[src/rtl/core/ntsc2_pkg.sv]
`timescale 1ns / 1ps
`default_nettype none
// ----------------------------------------------------------------------------
// ntsc2_pkg
// Shared types and constants for the two-bit composite video generator.
// ----------------------------------------------------------------------------
package ntsc2_pkg;

  localparam int OVERLAY_COLUMNS_DEF = 512;
  localparam int OVERLAY_ROWS_DEF    = 256;

  localparam int COL_W      = 10;
  localparam int ROW_W      = 9;
  localparam int LINE_W     = 9;
  localparam int CFG_IDX_W  = 3;
  localparam int CFG_DATA_W = 10;
  localparam int WORD_BITS  = 32;
  localparam int QUEUE_DEPTH = 4;
  localparam int OUT_DEPTH   = 4;

  typedef logic [1:0] level_t;
  localparam level_t LVL_SYNC  = 2'h0;
  localparam level_t LVL_BLANK = 2'h2;
  localparam level_t LVL_WHITE = 2'h3;

  // vertical blanking pulse lines
  localparam logic [LINE_W-1:0] VB_SHORT_END = LINE_W'(3);
  localparam logic [LINE_W-1:0] VB_BROAD_END = LINE_W'(6);
  localparam logic [LINE_W-1:0] VB_PULSE_END = LINE_W'(9);

  typedef enum logic [CFG_IDX_W-1:0] {
    REG_HSYNC       = 3'd0,
    REG_BACK_PORCH  = 3'd1,
    REG_VISIBLE     = 3'd2,
    REG_FRONT_PORCH = 3'd3,
    REG_SAMPLES     = 3'd4,
    REG_LINES       = 3'd5,
    REG_BLANKING    = 3'd6
  } reg_idx_t;

  typedef enum logic {
    OP_TICK = 1'b0,
    OP_DRAW = 1'b1
  } op_t;

  typedef enum logic {
    FS_RUN,
    FS_RESYNC
  } fs_t;

  typedef struct packed {
    op_t               op;
    level_t            level;
    logic              use_pixel;
    logic [ROW_W-1:0]  row;
    logic [COL_W-1:0]  col;
    logic              pixel_on;
    logic              line_end;
    logic              frame_end;
  } cmd_t;

  typedef struct packed {
    level_t level;
    logic   line_end;
    logic   frame_end;
  } out_t;

endpackage
`default_nettype wire

[src/rtl/core/ntsc2_cmd_queue.sv]
`timescale 1ns / 1ps
`default_nettype none
// ----------------------------------------------------------------------------
// ntsc2_cmd_queue
// Short queue of classified words between the front and back parts.
// ----------------------------------------------------------------------------
module ntsc2_cmd_queue (
  input  logic            clk,
  input  logic            rst,
  input  logic            push,
  input  ntsc2_pkg::cmd_t push_cmd,
  input  logic            pop,
  output ntsc2_pkg::cmd_t head,
  output logic            empty,
  output logic            full
);
  import ntsc2_pkg::*;

  localparam int DEPTH = QUEUE_DEPTH;
  localparam int PTR_W = $clog2(DEPTH);
  localparam int CNT_W = $clog2(DEPTH + 1);

  cmd_t             slots [DEPTH];
  logic [PTR_W-1:0] wr_ptr;
  logic [PTR_W-1:0] rd_ptr;
  logic [CNT_W-1:0] count;
  logic             do_push;
  logic             do_pop;

  assign empty   = (count == '0);
  assign full    = (count == CNT_W'(DEPTH));
  assign head    = slots[rd_ptr];
  assign do_push = push && !full;
  assign do_pop  = pop && !empty;

  always_ff @(posedge clk) begin
    if (do_push)
      slots[wr_ptr] <= push_cmd;
  end

  always_ff @(posedge clk) begin
    if (rst) begin
      wr_ptr <= '0;
      rd_ptr <= '0;
      count  <= '0;
    end else begin
      if (do_push)
        wr_ptr <= (wr_ptr == PTR_W'(DEPTH - 1)) ? '0 : wr_ptr + 1'b1;
      if (do_pop)
        rd_ptr <= (rd_ptr == PTR_W'(DEPTH - 1)) ? '0 : rd_ptr + 1'b1;
      if (do_push && !do_pop)
        count <= count + 1'b1;
      else if (do_pop && !do_push)
        count <= count - 1'b1;
    end
  end

endmodule
`default_nettype wire

[config.mk]
export PLATFORM = sky130hd
export DESIGN_NAME = ntsc2_cmd_queue
export DESIGN_NICKNAME = d
export VERILOG_FILES = /design/src/rtl/core/ntsc2_pkg.sv /design/src/rtl/core/ntsc2_cmd_queue.sv
export SDC_FILE = /design/constraint.sdc
export NUM_CORES = 1
export LEC_CHECK = 0
export BUFFER_PORTS_ARGS = -buffer_cell sky130_fd_sc_hd__buf_2
export CORE_UTILIZATION = 55
export DETAILED_ROUTE_END_ITERATION = 12
export PLACE_DENSITY = 0.77
export SYNTH_ARGS = -nofsm -noshare
export SYNTH_HDL_FRONTEND = slang
export SYNTH_SLANG_ARGS = --single-unit
[constraint.sdc]
create_clock -name clk -period 3.2 [get_ports clk]
set_clock_uncertainty 0.1 [all_clocks]
set_input_delay 0.32 -clock clk [delete_from_list [all_inputs] [get_ports clk]]
set_output_delay 0.32 -clock clk [all_outputs]
set_load 0.02 [all_outputs]
==> results.yml <==
cells_and_area:
  fin_area_um2: 5480
  drive_gt1_share_pct: 41.8
  fin_nets: 321
  fillers: 430
  syn_to_final_growth_pct: 29.1
  diodes: 0
  layout.cells.most_common: "edfxtp_1"
  final_cell_mix: "edfxtp_1, buf_2, dlygate4sd3_1"
timing:
  drv_slew: 0
  min_period_ns: 2.65
  max_slew_margin_pct: 52.7
  fin_crit_sh_pct: 82.8
  layout_setup_ws_ns: 0.550
  worst_pin_slew_ns: 0.709
  tns_ns: 0
  max_freq_mhz: 377
  hold_viol_final: 0
  final-setup-viol-count: 0
  rsz0062_at_grt: "false"
floorplanning:
  pin_count: 58
  die_h_um: 89.9
  die_w_um: 89.9
  start_util_pct: 57.6
  coreArea_um2: 7370
  row_count: 31
  die_area_um2: 8070
global_route:
  grt_max_degree: 27
  grt_antenna_before_repair: 0
  grt_pass1_vias: 2325
  grt_first_pass_wirelength_um: 11800
  grt_overflow_total: 0
  grt.total_usage_pct: 20.6
clock_tree:
  cts_root_buffer: "clkbuf_8"
  cts_tree: "done"
  path_clk_slew_ns: 0.05
  cts_sinks: 113
  cts-resized-gates: 0
  insertion_delay_ns: 0.50
  htree_levels: 4
  cts_buffers: 17
  clock_path_buffers: 2
detailed_routing:
  ant_nets: 0
  wire_per_inst_um: 18.8
  post-route-drc-count: 0
  viasPerCell: 5.40
  dr.pass1.iters: 6
  routed_wl_um: 7450
  drt_iter0_drc: 121
  vias: 2139
power_and_ir_drop:
  p_leak_nw: 1.96
  vdd_drop_max_mv: 0.635
  p_total_mw: 4.67
  powerDensity_nw_per_um2: 853
setup_path:
  crit_fanout: 16
  setup.worst_path.end_class: "primary output"
  ff2ff_setup_slack_ns: 0.75
  crit_buf_inv: 2
  slowest_stage: "dfxtp_2"
  cp.required_ns: 2.78
  path_cells: "buf_4 -> mux4_2 -> buf_2"
  start_kind: "flop"
  crit_arrival_ns: 2.23
  critPathKind: "reg -> out"
  critical-path-top-delay-family: "flip-flops"
  cp_slowest_stage_delay_ns: 0.69
placed_design:
  dp_hpwl_um: 3930
  placed_area_um2: 4620
  dp_slack_ns: 0.738
  gp_congestion: 0.681
  portBuffers: 57
flow_run:
  maxCapViolCount: 0
synth:
  mappedNetlistNets: 223
  synth.distinct_cells: 26
  synth_cells: 186
  yosys_warnings: 0
  seq_area_frac_synth_pct: 77.8
  ys_ff_latch: 113
  synth_area_um2: 4250
  syn_area_per_cell_um2: 22.8
worst_hold_path:
  holdCritPathClass: "in -> reg"
run_status:
  status: "finished clean"
[final timing paths]
kind	cells after the start	to	from
max	3	head[9]	flop
min	3	wr_ptr[0]	push
max reg2reg	9	count[2]	count[0]
min reg2reg	2	flop	rd_ptr[0]
[cell usage after synthesis]
cell type / count / share of area (%)
buf_2: 3 / 0.35
o31ai_2: 2 / 0.59
edfxtp_1: 104 / 74
o21ai_0: 1 / 0.12
fa_1: 1 / 0.47
buf_6: 3 / 0.80
or3b_1: 1 / 0.21
nor3_1: 2 / 0.24
or3_2: 1 / 0.18
o21ai_1: 1 / 0.12
and3_2: 4 / 0.71
nand3_1: 2 / 0.24
mux4_2: 26 / 14
clkbuf_1: 1 / 0.088
ha_1: 6 / 1.8
clkinv_4: 1 / 0.21
a21oi_1: 3 / 0.35
mux2i_1: 2 / 0.47
dfxtp_1: 9 / 4.2
nand2_1: 1 / 0.088
nor2_2: 1 / 0.15
xor2_1: 2 / 0.41
inv_1: 4 / 0.35
nor2_1: 3 / 0.27
buf_1: 1 / 0.088
or3_1: 1 / 0.15
[final cells by class]
cell class	instances	area, um^2	area share [%]
Sequential cell	113	3300	60.3
Multi-Input combinational cell	60	862	15.7
Timing Repair Buffer	87	578	10.5
Clock buffer	19	422	7.69
Clock inverter	13	168	3.06
Tap cell	99	124	2.26
Inverter	5	23.8	0.434
[through the flow]
stage / instances / util (%) / hold slack (ns)
after floorplan: 186 / - / 0.319
after CTS: 396 / 74.4 / 0.0151
after detailed placement: 337 / 62.7 / 0.382
after global placement: 337 / 62.7 / 0.373
final: 396 / 74.4 / 0.0295
after global routing: 396 / 74.4 / 0.0343
[what timing repair did]
action | in CTS | in global routing
buffers inserted | 0 | 0
endpoints found under the hold margin | 108 | 0
hold buffers | 27 | 0
endpoints found under the setup margin | 0 | 0
[per-layer routing]
layer | track usage [%] | vias to the layer above | share of wire, %
li1 | - | 970 | -
met1 | 23.9 | 1093 | 41
met2 | 35.6 | 62 | 53
met3 | 6.09 | 14 | 4.1
met4 | 9.01 | 0 | 1.7
met5 | 0 | - | 0
[registers in the layout, summed over array words and instances (netlist names), named ones only]
signal / count
count: 3
wr_ptr: 2
slots: 104
rd_ptr: 2
[tightest hold or removal path, cell delays in order]
cell,delay (ns)
buf_2,0.13
nand3_1,0.09
o31ai_2,0.06
[logic make-up (layout without fill, tap and decap cells)]
| kind of cell | count (synthesis) | in the layout | share of synthesized area (%) |
|---|---|---|---|
| AOI/OAI and AO/OA | 7 | 7 | 1.18 |
| xor gates and xnor gates | 2 | 2 | 0.413 |
| adders and majority gates | 7 | 7 | 2.24 |
| buffers and inverters | 13 | 124 | 1.89 |
| DFF | 113 | 113 | 77.8 |
| muxes | 28 | 28 | 14.3 |
| and+or+nand+nor | 16 | 16 | 2.21 |
[power by group]
part           internal, mW  switching (mW)
registers              1.80          0.0973
logic                 0.419           0.509
clock network          1.25           0.606
(Power assumes the default switching activity.)
