$ cat src/rtl/core/ntsc2_pkg.sv
`timescale 1ns / 1ps
`default_nettype none
// ----------------------------------------------------------------------------
// ntsc2_pkg
// Shared types and constants for the two-bit composite video generator.
// ----------------------------------------------------------------------------
package ntsc2_pkg;

  localparam int OVERLAY_COLUMNS_DEF = 512;
  localparam int OVERLAY_ROWS_DEF    = 256;

  localparam int COL_W      = 10;
  localparam int ROW_W      = 9;
  localparam int LINE_W     = 9;
  localparam int CFG_IDX_W  = 3;
  localparam int CFG_DATA_W = 10;
  localparam int WORD_BITS  = 32;
  localparam int QUEUE_DEPTH = 4;
  localparam int OUT_DEPTH   = 4;

  typedef logic [1:0] level_t;
  localparam level_t LVL_SYNC  = 2'h0;
  localparam level_t LVL_BLANK = 2'h2;
  localparam level_t LVL_WHITE = 2'h3;

  // vertical blanking pulse lines
  localparam logic [LINE_W-1:0] VB_SHORT_END = LINE_W'(3);
  localparam logic [LINE_W-1:0] VB_BROAD_END = LINE_W'(6);
  localparam logic [LINE_W-1:0] VB_PULSE_END = LINE_W'(9);

  typedef enum logic [CFG_IDX_W-1:0] {
    REG_HSYNC       = 3'd0,
    REG_BACK_PORCH  = 3'd1,
    REG_VISIBLE     = 3'd2,
    REG_FRONT_PORCH = 3'd3,
    REG_SAMPLES     = 3'd4,
    REG_LINES       = 3'd5,
    REG_BLANKING    = 3'd6
  } reg_idx_t;

  typedef enum logic {
    OP_TICK = 1'b0,
    OP_DRAW = 1'b1
  } op_t;

  typedef enum logic {
    FS_RUN,
    FS_RESYNC
  } fs_t;

  typedef struct packed {
    op_t               op;
    level_t            level;
    logic              use_pixel;
    logic [ROW_W-1:0]  row;
    logic [COL_W-1:0]  col;
    logic              pixel_on;
    logic              line_end;
    logic              frame_end;
  } cmd_t;

  typedef struct packed {
    level_t level;
    logic   line_end;
    logic   frame_end;
  } out_t;

endpackage
`default_nettype wire

$ cat src/rtl/core/ntsc2_if.sv
`timescale 1ns / 1ps
`default_nettype none
// ----------------------------------------------------------------------------
// ntsc2 channel interfaces
// Input word channel and video sample channel, valid/ready handshake.
// ----------------------------------------------------------------------------
interface ntsc2_in_if;
  logic               valid;
  logic               ready;
  logic               kind;
  logic signed [15:0] draw_x;
  logic signed [15:0] draw_y;
  logic               pixel_on;

  modport source (output valid, kind, draw_x, draw_y, pixel_on, input ready);
  modport sink   (input valid, kind, draw_x, draw_y, pixel_on, output ready);
endinterface

`default_nettype wire

$ cat src/rtl/core/ntsc2_front.sv
`timescale 1ns / 1ps
`default_nettype none
// ----------------------------------------------------------------------------
// ntsc2_front
// Accepts words, holds timing registers and counters, classifies each word.
// ----------------------------------------------------------------------------
module ntsc2_front #(
  parameter int OVERLAY_COLUMNS = ntsc2_pkg::OVERLAY_COLUMNS_DEF,
  parameter int OVERLAY_ROWS    = ntsc2_pkg::OVERLAY_ROWS_DEF
) (
  input  logic                            clk,
  input  logic                            rst,
  ntsc2_in_if.sink                        cmd,
  input  logic                            cfg_we,
  input  logic [ntsc2_pkg::CFG_IDX_W-1:0]  cfg_index,
  input  logic [ntsc2_pkg::CFG_DATA_W-1:0] cfg_data,
  input  logic                            hold,
  input  logic                            queue_full,
  output logic                            push,
  output ntsc2_pkg::cmd_t                 push_cmd
);
  import ntsc2_pkg::*;

  logic [7:0]        hsync_length;
  logic [7:0]        back_porch_length;
  logic [9:0]        visible_length;
  logic [7:0]        front_porch_length;
  logic [9:0]        samples_per_line;
  logic [8:0]        lines_per_frame;
  logic [5:0]        blanking_lines;

  logic [10:0]       edge_porch;
  logic [10:0]       edge_vis;
  logic [10:0]       edge_fp;
  logic [4:0]        short_w;
  logic [8:0]        broad_w;
  logic [ROW_W-1:0]  draw_ymax;
  logic signed [10:0] act_m1;

  fs_t               state, state_next;
  logic [COL_W-1:0]  column_count, column_count_next;
  logic [LINE_W-1:0] line_number, line_number_next;
  logic [8:0]        pos, pos_next;
  logic [3:0]        step, step_next;

  logic              accept;
  logic [8:0]        half;
  logic [9:0]        rem_sh;
  logic [10:0]       col_x;
  logic [LINE_W-1:0] line_y;
  logic              active;
  logic              lend;
  logic              fend;
  logic [COL_W-1:0]  dx;
  logic [ROW_W-1:0]  dy;

  assign cmd.ready = (state == FS_RUN) && !queue_full && !hold;
  assign accept    = cmd.valid && cmd.ready;
  assign push      = accept;

  // timing registers
  always_ff @(posedge clk) begin
    if (rst) begin
      hsync_length       <= 8'd47;
      back_porch_length  <= 8'd59;
      visible_length     <= 10'd515;
      front_porch_length <= 8'd14;
      samples_per_line   <= 10'd635;
      lines_per_frame    <= 9'd263;
      blanking_lines     <= 6'd20;
    end else if (cfg_we) begin
      unique case (cfg_index)
        REG_HSYNC:       hsync_length       <= cfg_data[7:0];
        REG_BACK_PORCH:  back_porch_length  <= cfg_data[7:0];
        REG_VISIBLE:     visible_length     <= cfg_data;
        REG_FRONT_PORCH: front_porch_length <= cfg_data[7:0];
        REG_SAMPLES:     samples_per_line   <= cfg_data;
        REG_LINES:       lines_per_frame    <= cfg_data[8:0];
        REG_BLANKING:    blanking_lines     <= cfg_data[5:0];
        default: ;
      endcase
    end
  end

  // derived edges, registered from the timing registers
  assign act_m1 = $signed({2'b00, lines_per_frame}) - $signed({5'b00000, blanking_lines})
                  - 11'sd1;

  always_ff @(posedge clk) begin
    edge_porch <= 11'(hsync_length) + 11'(back_porch_length);
    edge_vis   <= 11'(hsync_length) + 11'(back_porch_length) + 11'(visible_length);
    edge_fp    <= 11'(hsync_length) + 11'(back_porch_length) + 11'(visible_length)
                  + 11'(front_porch_length);
    short_w    <= hsync_length[7:3];
    broad_w    <= (samples_per_line > {3'b000, hsync_length[7:1]}) ?
                  9'((samples_per_line - {3'b000, hsync_length[7:1]}) >> 1) : '0;
    if (act_m1 < 11'sd0)
      draw_ymax <= '0;
    else if (act_m1 > $signed(11'(OVERLAY_ROWS - 1)))
      draw_ymax <= ROW_W'(OVERLAY_ROWS - 1);
    else
      draw_ymax <= ROW_W'(act_m1);
  end

  assign half   = (samples_per_line[9:1] == '0) ? 9'd1 : samples_per_line[9:1];
  assign col_x  = {1'b0, column_count} - edge_porch;
  assign line_y = line_number - LINE_W'(blanking_lines);
  assign active = line_number >= LINE_W'(blanking_lines);
  assign lend   = ({1'b0, column_count} + 11'd1) >= {1'b0, samples_per_line};
  assign fend   = lend && (({1'b0, line_number} + 10'd1) >= {1'b0, lines_per_frame});
  assign rem_sh = {pos, column_count[step]};

  // draw clamps
  always_comb begin
    if (cmd.draw_x[15])
      dx = '0;
    else if (cmd.draw_x[14:0] > 15'(OVERLAY_COLUMNS - 1))
      dx = COL_W'(OVERLAY_COLUMNS - 1);
    else
      dx = cmd.draw_x[COL_W-1:0];
    if (cmd.draw_y[15])
      dy = '0;
    else if (cmd.draw_y[14:0] > 15'(draw_ymax))
      dy = draw_ymax;
    else
      dy = cmd.draw_y[ROW_W-1:0];
  end

  // classify
  always_comb begin
    push_cmd           = '0;
    push_cmd.op        = op_t'(cmd.kind);
    push_cmd.level     = LVL_BLANK;
    push_cmd.use_pixel = 1'b0;
    if (op_t'(cmd.kind) == OP_DRAW) begin
      push_cmd.row      = dy;
      push_cmd.col      = dx;
      push_cmd.pixel_on = cmd.pixel_on;
    end else begin
      push_cmd.row       = line_y;
      push_cmd.col       = col_x[COL_W-1:0];
      push_cmd.line_end  = lend;
      push_cmd.frame_end = fend;
      priority if (!active && (line_number < VB_SHORT_END ||
                   (line_number >= VB_BROAD_END && line_number < VB_PULSE_END))) begin
        push_cmd.level = (pos < 9'(short_w)) ? LVL_SYNC : LVL_BLANK;
      end else if (!active && line_number < VB_BROAD_END) begin
        push_cmd.level = (pos < broad_w) ? LVL_SYNC : LVL_BLANK;
      end else if ({1'b0, column_count} < 11'(hsync_length)) begin
        push_cmd.level = LVL_SYNC;
      end else if ({1'b0, column_count} < edge_porch) begin
        push_cmd.level = LVL_BLANK;
      end else if ({1'b0, column_count} < edge_vis) begin
        push_cmd.level     = LVL_BLANK;
        push_cmd.use_pixel = active && (col_x < 11'(OVERLAY_COLUMNS))
                             && ({1'b0, line_y} < 10'(OVERLAY_ROWS));
      end else if ({1'b0, column_count} < edge_fp) begin
        push_cmd.level = LVL_BLANK;
      end else begin
        push_cmd.level = LVL_SYNC;
      end
    end
  end

  always_ff @(posedge clk) begin
    if (rst) begin
      state        <= FS_RUN;
      column_count <= '0;
      line_number  <= '0;
      pos          <= '0;
      step         <= '0;
    end else begin
      state        <= state_next;
      column_count <= column_count_next;
      line_number  <= line_number_next;
      pos          <= pos_next;
      step         <= step_next;
    end
  end

  // counters and half-line position; a timing write recomputes the position
  always_comb begin
    state_next        = state;
    column_count_next = column_count;
    line_number_next  = line_number;
    pos_next          = pos;
    step_next         = step;
    if (cfg_we) begin
      state_next = FS_RESYNC;
      step_next  = 4'(COL_W - 1);
      pos_next   = '0;
    end else begin
      unique case (state)
        FS_RUN: begin
          if (accept && op_t'(cmd.kind) == OP_TICK) begin
            if (lend) begin
              column_count_next = '0;
              line_number_next  = fend ? '0 : line_number + 1'b1;
              pos_next          = '0;
            end else begin
              column_count_next = column_count + 1'b1;
              pos_next          = ((pos + 1'b1) == half) ? '0 : pos + 1'b1;
            end
          end
        end
        FS_RESYNC: begin
          if (rem_sh >= {1'b0, half})
            pos_next = 9'(rem_sh - {1'b0, half});
          else
            pos_next = rem_sh[8:0];
          step_next = step - 1'b1;
          if (step == '0)
            state_next = FS_RUN;
        end
        default: state_next = FS_RUN;
      endcase
    end
  end

  a_no_accept_after_cfg: assert property (@(posedge clk) disable iff (rst)
    cfg_we |=> !accept) else $error("word taken right after a timing write");

endmodule
`default_nettype wire

$ cat src/flat_wrapper.sv
// flat-port wrapper written by rule: the top's interface ports become plain ports
module ntsc2_front_flat import ntsc2_pkg::*;
#(
  parameter int OVERLAY_COLUMNS = ntsc2_pkg::OVERLAY_COLUMNS_DEF,
  parameter int OVERLAY_ROWS    = ntsc2_pkg::OVERLAY_ROWS_DEF
)
  (clk, rst, cfg_we, cfg_index, cfg_data, hold, queue_full, push, push_cmd, cmd_valid, cmd_kind, cmd_draw_x, cmd_draw_y, cmd_pixel_on, cmd_ready);
  ntsc2_in_if cmd_i ();
  input  logic clk;
  input  logic rst;
  input  logic cfg_we;
  input  logic [ntsc2_pkg::CFG_IDX_W-1:0] cfg_index;
  input  logic [ntsc2_pkg::CFG_DATA_W-1:0] cfg_data;
  input  logic hold;
  input  logic queue_full;
  output logic push;
  output ntsc2_pkg::cmd_t push_cmd;
  input wire logic [$bits(cmd_i.valid)-1:0] cmd_valid;
  input wire logic [$bits(cmd_i.kind)-1:0] cmd_kind;
  input wire logic [$bits(cmd_i.draw_x)-1:0] cmd_draw_x;
  input wire logic [$bits(cmd_i.draw_y)-1:0] cmd_draw_y;
  input wire logic [$bits(cmd_i.pixel_on)-1:0] cmd_pixel_on;
  output wire logic [$bits(cmd_i.ready)-1:0] cmd_ready;
  assign cmd_i.valid = cmd_valid;
  assign cmd_i.kind = cmd_kind;
  assign cmd_i.draw_x = cmd_draw_x;
  assign cmd_i.draw_y = cmd_draw_y;
  assign cmd_i.pixel_on = cmd_pixel_on;
  assign cmd_ready = cmd_i.ready;
  ntsc2_front #(.OVERLAY_COLUMNS(OVERLAY_COLUMNS), .OVERLAY_ROWS(OVERLAY_ROWS)) u_core (.clk(clk), .rst(rst), .cmd(cmd_i), .cfg_we(cfg_we), .cfg_index(cfg_index), .cfg_data(cfg_data), .hold(hold), .queue_full(queue_full), .push(push), .push_cmd(push_cmd));
endmodule
$ cat config.mk
export PLATFORM = sky130hd
export DESIGN_NAME = ntsc2_front_flat
export DESIGN_NICKNAME = d
export VERILOG_FILES = /design/src/rtl/core/ntsc2_pkg.sv /design/src/rtl/core/ntsc2_if.sv /design/src/rtl/core/ntsc2_front.sv /design/src/flat_wrapper.sv
export SDC_FILE = /design/constraint.sdc
export NUM_CORES = 1
export LEC_CHECK = 0
export ABC_CLOCK_PERIOD_IN_PS = 7500
export BUFFER_PORTS_ARGS = -buffer_cell sky130_fd_sc_hd__buf_2
export CAP_MARGIN = 15
export CORE_AREA = 5 5 155 157
export CTS_CLUSTER_DIAMETER = 120
export DETAILED_ROUTE_END_ITERATION = 8
export DIE_AREA = 0 0 160 162
export PLACE_DENSITY = 0.65
export SLEW_MARGIN = 20
export SYNTH_ARGS = -nofsm -noshare
export SYNTH_HDL_FRONTEND = slang
export SYNTH_SLANG_ARGS = --single-unit
$ cat constraint.sdc
create_clock -name clk -period 7.5 [get_ports clk]
set_input_delay 0.375 -clock clk [delete_from_list [all_inputs] [get_ports clk]]
set_output_delay 0.375 -clock clk [all_outputs]
set_load 0.02 [all_outputs]
==> results of run 1 <==
-- tightest hold or removal path, stage by stage --
cell and delay [ps]:
buf_2 160, nand2_1 60, nand3b_1 70
-- state kept, by name, indices dropped and copies added, names as in the netlist, 9 cells and up --
| register | flops |
|---|---|
| u_core.edge_porch | 9 |
| u_core.draw_ymax | 9 |
| u_core.line_number | 9 |
| u_core.edge_vis | 11 |
| u_core.lines_per_frame | 9 |
| u_core.pos | 9 |
| u_core.column_count | 10 |
| u_core.broad_w | 9 |
| u_core.visible_length | 10 |
| u_core.samples_per_line | 10 |
| u_core.edge_fp | 11 |
-- power by group through the flow --
stage                     Sequential, mW  Clock [mW]  Combinational, mW
final                              0.866       0.882              0.385
after global routing               0.874       0.935              0.437
after CTS                          0.866       0.895              0.386
after detailed placement           0.884           0              0.384
after global placement             0.883           0              0.376
after floorplan                    0.870           0              0.287
-- cell families after synthesis --
group	after synthesis	share of synthesized area [%]
and+or+nand+nor	455	20.7
muxes	32	3.31
adders and majority gates	142	17.3
xor gates and xnor gates	73	6.02
other	1	0.0353
AOI/OAI and AO/OA	308	18.7
DFF	146	27.5
buffers and inverters	174	6.39
-- final timing paths --
kind | from | to | depth (start not counted)
hold / removal | cfg_data[9] | u_core.visible_length[9] | 3
setup reg to reg | u_core.column_count[1] | u_core.pos[2] | 14
setup / recovery | u_core.column_count[1] | push_cmd[0] | 13
hold reg to reg | u_core.hsync_length[3] | u_core.short_w[0] | 0
-- layout make-up --
type                            instances  area (um2)  share of cell area, %
Tap cell                              285         357                   3.01
Timing Repair Buffer                   85         440                   3.72
Sequential cell                       146        2920                   24.7
Clock inverter                         14         176                   1.49
Clock buffer                           18         429                   3.63
Inverter                              128         480                   4.06
Multi-Input combinational cell       1012        7030                   59.4
-- stage by stage --
stage / util [%] / setup WS (ps)
after CTS: 52.9 / 3550
after global routing: 52.9 / 3260
after detailed placement: 50.2 / 3610
final: 52.9 / 3530
after floorplan: - / 4240
after global placement: 50.2 / 3770
-- metal layers --
metal,vias up,share of wire (%),global-route usage [%]
li1,4777,-,-
met1,4225,48,28.8
met2,206,45,34.4
met3,40,4.6,3.45
met4,0,2.3,6.02
met5,-,0,0
-- cells in the final DEF (no fill, tap or decap), drive strengths merged, types with 8 or more instances in the layout --
cell type  instances
or3               15
mux2i             25
xnor2             52
fa                 8
a211o             16
a21o              21
and3              15
o22ai              9
xor2              21
nand2b            18
nand4             10
nand2            139
clkbuf            18
a21oi             90
ha               134
nand3b            22
nor4              10
nand3             29
o21ai             71
inv              133
dfxtp            146
or2               10
o31ai             12
nor2             117
a22oi             11
o21a              15
nor3              24
nor2b             27
buf               85
==> key figures, run 1 <==
Run status
  – Outcome: completed

Drt
  – Starting DRC count in detailed routing: 457
  – # DRC: 0
  – Via/cell ratio: 5.48
  – Number of routed nets with antenna violations: 0
  – DRT Pass-1 Iters: 5
  – Routed WL per cell: 16.2 um
  – Vias: 9248
  – Routed WL: 27.4 mm

Power
  – Switching power: 607 uW
  – PnR Total Power: 2.13 mW
  – Power share of the clock group: 41.3%
  – Sw Share: 28.5%
  – Sequential share of power: 40.6%
  – Cell internal pwr: 1.53 mW
  – Leak pwr: 5.62 nW
  – Power density over the cells: 180 mW/mm2
  – Peak VDD IR: 0.144 mV
  – Combinational power share: 18.0%

STA
  – Worst hold slack: 280 ps
  – Min Tclk post-route: 3970 ps
  – Fmax: 0.252 GHz
  – Setup-failing EPs final: 0
  – Worst-margin pin slew: 937 ps
  – Crit share post-route: 53.0%
  – Max-slew violations: 0
  – Final Hold Viols: 0
  – Final Skew: 11.4 ps
  – RSZ-0062 raised after global routing: false
  – Max-slew headroom: 37.4%
  – Setup TNS: 0 ps

GRT
  – Largest net degree at the start of global routing: 84
  – Vias in the first global route: 8590
  – Remaining global-route overflow: 0
  – Total track usage: 21.0%
  – Initial antenna violation count: 0
  – First-pass GRT wire length: 44.4 mm

Clocking
  – Post-CTS setup buffers: 0
  – Hold Buf Count CTS: 0
  – Clock Pin Slew Worst Setup and Hold Paths: 70 ps
  – CTS tree: built
  – CTS Buf Count: 17
  – H-tree depth: 4
  – Resize count post-CTS: 0
  – Longest Clk Path Bufs: 2
  – Root buf cell: clkbuf_16
  – Worst skew pair latency: 420 ps
  – Clock sinks: 146

Synthesis
  – Yosys warnings: 0
  – Post-synth EDFFs: 0
  – Yosys top cell by area: dfxtp_1
  – Avg Cell Area, Syn: 7.98 um2
  – Post-synthesis instance total: 1331
  – Synthesized flop and latch total: 146
  – Commonest cells in the netlist: dfxtp_1 (146), nand2_1 (139), ha_1 (134)
  – Asr flop ratio synth: 0%
  – Sequential share of the synthesized area: 27.5%
  – Post-Syn Area: 0.0106 mm2
  – Most frequent cell after synthesis: dfxtp_1
  – Distinct cells, synth: 73
  – Top cells by area, synth: dfxtp_1 (28%), ha_1 (16%), nand2_1 (4.9%)
  – Share of the synthesized area in the top cell type: 27.5%
  – Ys flop type: dfxtp_1

Floorplan
  – # rows: 55
  – Starting Density: 47.5%
  – Ports: 81
  – Full die area: 0.0259 mm2
  – Die W: 160 um
  – Core area: 0.0224 mm2
  – Die Ht: 162 um

Layout
  – Syn-to-layout area delta: 11.4%
  – Final instance area: 0.0118 mm2
  – Nets: 1585
  – # diodes: 0
  – Finished Layout Cells: 1688
  – Share of layout cells above drive strength 1: 9.98%
  – FILL cells: 2159

Critical path
  – WP data required: 7120 ps
  – Largest delay share family, worst path: simple AND/OR/NAND/NOR gates
  – Crit path max fanout: 15
  – Worst R2R Setup Slack: 3530 ps
  – Delay of the slowest critical-path stage: 520 ps
  – CP cell instances: nand3_1 > nor2_1 > and3_1 > nand3_1 > xnor2_1 > ha_1 > a21oi_1 > o41ai_1 > a41oi_1 > o21ai_2 > and2_1 > nor2b_1 > buf_2
  – Worst setup SP type: register
  – Setup Crit Path Kind: reg -> out
  – CP max stage cell: dfxtp_1
  – Worst Setup End Kind: output port
  – CP arrival: 3600 ps
  – CP most frequent cell: nand3_1
  – CP bufs+invs: 1

Placement
  – Number of port buffers: 79
  – Dpl cells: 1656
  – GP Congestion: 0.864
  – Placed inst area: 0.0112 mm2
  – Hpwl dp: 21.3 mm

Worst hold path
  – Worst min path class: in -> reg

Run
  – Max Cap Viol: 0
No activity file was read; power rests on OpenSTA's default activity.
==> run 2: changes to the inputs <==
--- a/config.mk
+++ b/config.mk
@@ -5,7 +5,7 @@
 export SDC_FILE = /design/constraint.sdc
 export NUM_CORES = 1
 export LEC_CHECK = 0
-export ABC_CLOCK_PERIOD_IN_PS = 7500
+export ABC_CLOCK_PERIOD_IN_PS = 3900
 export BUFFER_PORTS_ARGS = -buffer_cell sky130_fd_sc_hd__buf_2
 export CAP_MARGIN = 15
 export CORE_AREA = 5 5 155 157
==> constraint.sdc (replaced) <==
create_clock -name clk -period 3.9 [get_ports clk]
set_input_delay 0.195 -clock clk [delete_from_list [all_inputs] [get_ports clk]]
set_output_delay 0.195 -clock clk [all_outputs]
set_load 0.02 [all_outputs]
==> run 2 against run 1 <==
Effect of this change:
- sequential share of layout area is 0.27 points lower
- non-clock buffer count grew 12
- clock skew down 2.5 ps
- first-iteration DRC count rose by 56%
- setup slack got worse by 3300 ps
- core utilization rose by 0.60 points
- critical path depth unchanged
- clock power rose by 100%
- sequential power grew 93%
- via count is 2.7% higher
- critical path type unchanged
- largest power group unchanged
- highest routed layer unchanged
==> key figures, run 2 (same netlist as run 1, synthesis figures left out) <==
Worst hold path
  – Hold EP: u_core.samples_per_line[9]
  – Hold_sp: cfg_data[9]
  – Worst hold path depth: 2 (-1)
  – Worst min path class: in -> reg

GRT
  – Largest net degree at the start of global routing: 68 (-19%)
  – Remaining global-route overflow: 0 (unchanged)
  – First-pass GRT wire length: 46.6 mm (+5.0%)
  – Vias in the first global route: 9167 (+6.7%)
  – Initial antenna violation count: 0 (unchanged)
  – Total track usage: 22.0% (+0.99 points)

Power
  – PnR Total Power: 4.18 mW (+96%)
  – Leak pwr: 5.69 nW (+1.3%)
  – Peak VDD IR: 0.361 mV (+150%)
  – Power density over the cells: 349 mW/mm2 (+94%)

STA
  – Min Tclk post-route: 3700 ps
  – Max-slew violations: 0 (unchanged)
  – Setup TNS: 0 ps (unchanged)
  – Crit share post-route: 94.9%
  – Final Skew: 8.88 ps (-2.48 ps)
  – Max-slew headroom: 39.3% (+2.0 points)
  – Final Hold Viols: 0 (unchanged)
  – RSZ-0062 raised after global routing: false
  – Fmax: 0.270 GHz
  – Worst-margin pin slew: 907 ps (-29.7 ps)
  – Setup-failing EPs final: 0 (unchanged)

Layout
  – Nets: 1597 (+0.76%)
  – Commonest non-fill, non-tap cell in the layout: dfxtp_1
  – Commonest non-fill, non-tap cells in the layout: dfxtp_1 (145), nand2_1 (139), ha_1 (133)
  – Area of the multi-input gates: 0.00705 mm2 (+0.30%)
  – FILL cells: 2129 (-1.4%)
  – # diodes: 0 (unchanged)
  – Syn-to-layout area delta: 12.7%
  – Largest registers: u_core.edge_fp: 11 flops, u_core.edge_vis: 11 flops
  – Share of layout cells above drive strength 1: 11.0% (+1.1 points)
  – Reg area: 0.00292 mm2 (about the same)

Critical path
  – Path depth of the worst reg2reg path: 15 (+1)
  – Worst R2R End: u_core.edge_fp[9]
  – Worst R2R Setup Slack: 340 ps (-3190 ps)
  – Worst setup SP type: register
  – Crit path max fanout: 15 (unchanged)
  – WP data required: 3700 ps (-3420 ps)
  – Setup Crit Path Kind: reg -> out
  – R2r startpoint: u_core.back_porch_length[0]
  – Worst Setup End Kind: output port
  – CP arrival: 3510 ps (-90 ps)

Placement
  – Hpwl dp: 22.1 mm (+3.7%)
  – GP Congestion: 0.906 (+4.9%)
  – Number of port buffers: 79 (unchanged)

Clocking
  – Clock sinks: 146 (unchanged)
  – Hold Buf Count CTS: 0 (unchanged)
  – Worst skew pair latency: 430 ps (about the same)
  – H-tree depth: 4 (unchanged)
  – Clock Pin Slew Worst Setup and Hold Paths: 60 ps (about the same)
  – Longest Clk Path Bufs: 2 (unchanged)
  – Root buf cell: clkbuf_16
  – CTS tree: built
  – CTS Buf Count: 17 (unchanged)

Drt
  – Number of routed nets with antenna violations: 0 (unchanged)
  – Routed WL: 28.5 mm (+4.0%)
  – Starting DRC count in detailed routing: 711 (+56%)
  – Via/cell ratio: 5.59 (+2.0%)
  – Vias: 9494 (+2.7%)
  – # DRC: 0 (unchanged)
  – DRT Pass-1 Iters: 5 (unchanged)
  – Routed WL per cell: 16.8 um (+3.3%)

Run
  – Max Cap Viol: 0 (unchanged)

Floorplan
  – Starting Density: 47.5% (unchanged)
  – Die W: 160 um (unchanged)
  – Core area: 0.0224 mm2 (unchanged)
  – Ports: 81 (unchanged)
  – # rows: 55 (unchanged)
  – Full die area: 0.0259 mm2 (unchanged)
  – Die Ht: 162 um (unchanged)

Run status
  – Outcome: completed
==> run 2: report_power, final <==
part,switching [mW],internal (mW)
clock network,0.677,1.08
logic,0.436,0.316
registers,0.0615,1.61
total,1.17,3.00
==> run 2: worst max-delay path by stage <==
stage	startpoint	endpoint	slack (ps)	cells after the start
after CTS	u_core.column_count[1]	push_cmd[0]	70	13
after global placement	u_core.back_porch_length[0]	u_core.edge_fp[9]	410	16
after global routing	u_core.back_porch_length[0]	u_core.edge_fp[10]	20	17
after floorplan	u_core.back_porch_length[0]	u_core.edge_fp[10]	640	14
after detailed placement	u_core.column_count[1]	u_core.pos[7]	290	14
final	u_core.column_count[1]	push_cmd[0]	200	13
==> run 2: timing repair <==
action / in CTS / in global routing
setup endpoints to repair: 0 / 5
setup buffers: 0 / 0
gates resized for setup: 0 / 5
==> run 2: layer usage <==
metal  global-route usage, %  vias up  share of wire, %
met3                    4.03       39               4.7
met5                       0        -                 0
met1                    29.5     4449                48
li1                        -     4792                 -
met4                    5.79        0               2.1
met2                    36.7      214                46
==> run 2: worst max-delay path, cell delays in order (launching register included) <==
cell	delay, ps
dfxtp_2	430
nand3_1	190
nor2_1	270
and3_1	270
nand3_1	110
xnor2_1	250
ha_1	310
a21oi_1	180
o41ai_1	90
a41oi_1	200
o21ai_2	230
and2_1	260
nor2b_1	130
buf_2	150
==> run 2: layout make-up <==
class                      count  area share, %
multi-input combinational   1012           58.9
tap                          285           2.98
clock inverter                13           1.65
sequential                   146           24.4
clock buffer                  18           3.59
timing repair buffer          97           4.43
inverter                     128           4.02
==> run 2: stage by stage <==
stage / hold slack (ps) / worst slack (ps) / cell area (um2) / std cells / utilization [%]
2_1_floorplan: 313 / 644 / 10600 / 1332 / -
3_3_place_gp: 383 / 405 / 11300 / 1668 / 50.6
3_5_place_dp: 390 / 288 / 11300 / 1668 / 50.6
4_1_cts: 93.1 / 70.4 / 11900 / 1699 / 53.4
5_1_grt: 106 / 18.2 / 12000 / 1699 / 53.5
6_report: 100 / 200 / 12000 / 1699 / 53.5
==> run 3: changes to the inputs <==
--- a/config.mk
+++ b/config.mk
@@ -7,12 +7,11 @@
 export LEC_CHECK = 0
 export ABC_CLOCK_PERIOD_IN_PS = 3900
 export BUFFER_PORTS_ARGS = -buffer_cell sky130_fd_sc_hd__buf_2
-export CAP_MARGIN = 15
 export CORE_AREA = 5 5 155 157
 export CTS_CLUSTER_DIAMETER = 120
 export DETAILED_ROUTE_END_ITERATION = 8
 export DIE_AREA = 0 0 160 162
-export PLACE_DENSITY = 0.65
+export PLACE_DENSITY = 0.75
 export SLEW_MARGIN = 20
 export SYNTH_ARGS = -nofsm -noshare
 export SYNTH_HDL_FRONTEND = slang
==> run 3 against run 2 <==
Effect of this change:
- via count increased by 1.4%
- design area down 0.31%
- sequential share of layout area grew 0.11 points
- largest power group is now sequential cells
==> key figures, run 3 (same netlist as run 1, synthesis figures left out) <==
Layout
  – Nets: 1596 (-0.063%)
  – Commonest non-fill, non-tap cell in the layout: dfxtp_1
  – Largest registers: u_core.edge_fp: 11 flops, u_core.edge_vis: 11 flops
  – Share of layout cells above drive strength 1: 11.2% (+0.14 points)
  – # diodes: 0 (unchanged)
  – FILL cells: 2075 (-2.5%)
  – Core Util, Final: 53.3% (-0.17 points)
  – Commonest non-fill, non-tap cells in the layout: dfxtp_1 (142), nand2_1 (139), ha_1 (134)
  – Final instance area: 0.0119 mm2 (-0.31%)
  – Finished Layout Cells: 1699 (unchanged)
  – Syn-to-layout area delta: 12.3%

STA
  – Worst hold slack: 86.4 ps (-13.9 ps)
  – Min Tclk post-route: 3670 ps (-34.1 ps)
  – Final Hold Viols: 0 (unchanged)
  – Final Skew: 9.67 ps (+0.793 ps)
  – Worst-margin pin slew: 977 ps (+70.2 ps)
  – Fmax: 0.273 GHz (+0.93%)
  – Setup-failing EPs final: 0 (unchanged)
  – Setup TNS: 0 ps (unchanged)
  – Max-slew headroom: 34.6% (-4.7 points)
  – Crit share post-route: 94.0% (-0.87 points)
  – Worst Slack Setup Final: 234 ps (+34.1 ps)
  – Max-slew violations: 0 (unchanged)

Placement
  – Pre-CTS setup slack: 268 ps (-20.6 ps)
  – Hpwl dp: 21.9 mm (-0.78%)
  – Dpl cells: 1667 (-0.060%)
  – Number of port buffers: 79 (unchanged)
  – Placed inst area: 0.0113 mm2 (about the same)
  – GP Congestion: 0.918 (+1.3%)

Drt
  – Routed WL: 28.1 mm (-1.3%)
  – Via/cell ratio: 5.67 (+1.4%)
  – Number of routed nets with antenna violations: 0 (unchanged)
  – Routed WL per cell: 16.5 um (-1.3%)
  – # DRC: 0 (unchanged)
  – Vias: 9628 (+1.4%)
  – Starting DRC count in detailed routing: 696 (-2.1%)
  – DRT Pass-1 Iters: 5 (unchanged)

GRT
  – Largest net degree at the start of global routing: 52 (-24%)
  – Initial antenna violation count: 0 (unchanged)
  – M3 GR Usage: 3.35% (-0.69 points)
  – Vias in the first global route: 9579 (+4.5%)
  – Total track usage: 22.1% (+0.068 points)
  – GRT Max-Usage Layer: met2
  – First-pass GRT wire length: 47.2 mm (+1.2%)
  – Remaining global-route overflow: 0 (unchanged)
  – M2 GR Usage: 37.8% (+1.1 points)
  – M1 GR Usage: 28.5% (-1.0 points)

Critical path
  – CP max stage cell: o41ai_1
  – Path depth of the worst reg2reg path: 16 (+1)
  – WP data required: 4210 ps (+510 ps)
  – Largest delay share family, worst path: compound AO/OA/AOI/OAI gates
  – Worst R2R End: u_core.edge_fp[9]
  – Worst Setup End Kind: register
  – Crit path to: u_core.edge_fp[9]
  – Delay of the slowest critical-path stage: 530 ps (+100 ps)
  – Setup Crit Path Kind: reg -> reg
  – CP bufs+invs: 0 (-1)
  – Worst R2R Setup Slack: 230 ps (-110 ps)
  – Crit path max fanout: 5 (-10)
  – R2r startpoint: u_core.back_porch_length[0]
  – Worst setup SP type: register
  – CP cell instances: ha_1 > fa_1 > a21oi_1 > nor2_1 > nor2_1 > o21bai_1 > a21oi_1 > xnor2_1 > ha_1 > o41ai_1 > xnor2_1 > ha_1 > o21ai_0 > a21oi_1 > o21ai_0 > xnor2_1
  – CP arrival: 3980 ps (+470 ps)
  – WP depth: 16 (+3)
  – Crit. Startpoint: u_core.back_porch_length[0]

Worst hold path
  – Worst min path class: in -> reg

Clocking
  – Clock Pin Slew Worst Setup and Hold Paths: 70 ps (about the same)
  – Clock sinks: 146 (unchanged)
  – Root buf cell: clkbuf_16
  – CTS Buf Count: 17 (unchanged)
  – Post-CTS setup buffers: 0 (unchanged)
  – CTS tree: built
  – Hold Buf Count CTS: 0 (unchanged)
  – Longest Clk Path Bufs: 2 (unchanged)
  – H-tree depth: 4 (unchanged)
  – Worst skew pair latency: 430 ps (about the same)

Floorplan
  – Core area: 0.0224 mm2 (unchanged)
  – # rows: 55 (unchanged)
  – Ports: 81 (unchanged)
  – Die W: 160 um (unchanged)
  – Starting Density: 47.5% (unchanged)
  – Full die area: 0.0259 mm2 (unchanged)
  – Die Ht: 162 um (unchanged)

Run
  – Max Cap Viol: 0 (unchanged)

Power
  – Peak VDD IR: 0.294 mV (-19%)
  – Leak pwr: 5.67 nW (-0.31%)
  – Power density over the cells: 343 mW/mm2 (-1.8%)
  – PnR Total Power: 4.09 mW (-2.1%)

Run status
  – Outcome: completed
run 3: worst min path at each step:
stage          depth (start not counted)  slack, ps                        to              startpoint
2_1_floorplan                          1        310    u_core.hsync_length[1]             cfg_data[1]
3_3_place_gp                           0        390         u_core.short_w[2]  u_core.hsync_length[5]
3_5_place_dp                           0        390         u_core.short_w[2]  u_core.hsync_length[5]
4_1_cts                                3         80  u_core.visible_length[8]             cfg_data[8]
5_1_grt                                3         90  u_core.visible_length[8]             cfg_data[8]
6_report                               3         90  u_core.visible_length[8]             cfg_data[8]
run 3: per-layer routing:
metal / part of all wire (%) / vias up
li1: - / 4788
met5: 0 / -
met3: 5.7 / 55
met1: 45 / 4507
met2: 47 / 278
met4: 2.6 / 0
run 3: area by class of cell:
cell class / instances / area (um2) / share of cell area [%]
multi-input cells: 1012 / 7050 / 59.1
flip-flops and latches: 146 / 2930 / 24.5
repair buffers: 96 / 523 / 4.38
inverters: 128 / 480 / 4.03
clock buffers: 18 / 429 / 3.60
well taps: 285 / 357 / 2.99
clock inverters: 14 / 165 / 1.38
run 3: tightest hold or removal path, stage by stage:
cell,delay (ps)
buf_2,160
nand2_1,70
a21oi_1,50
run 3: report_power, final:
| group | total, mW | switching, mW | internal (mW) |
|---|---|---|---|
| registers | 1.67 | 0.0613 | 1.61 |
| clock network | 1.67 | 0.705 | 0.963 |
| logic | 0.756 | 0.440 | 0.316 |
| total | 4.09 | 1.21 | 2.88 |
run 3: timing repair:
item / in CTS / in global routing
resized for setup: 0 / 8
hold endpoints to repair: 0 / 0
setup endpoints to repair: 0 / 11
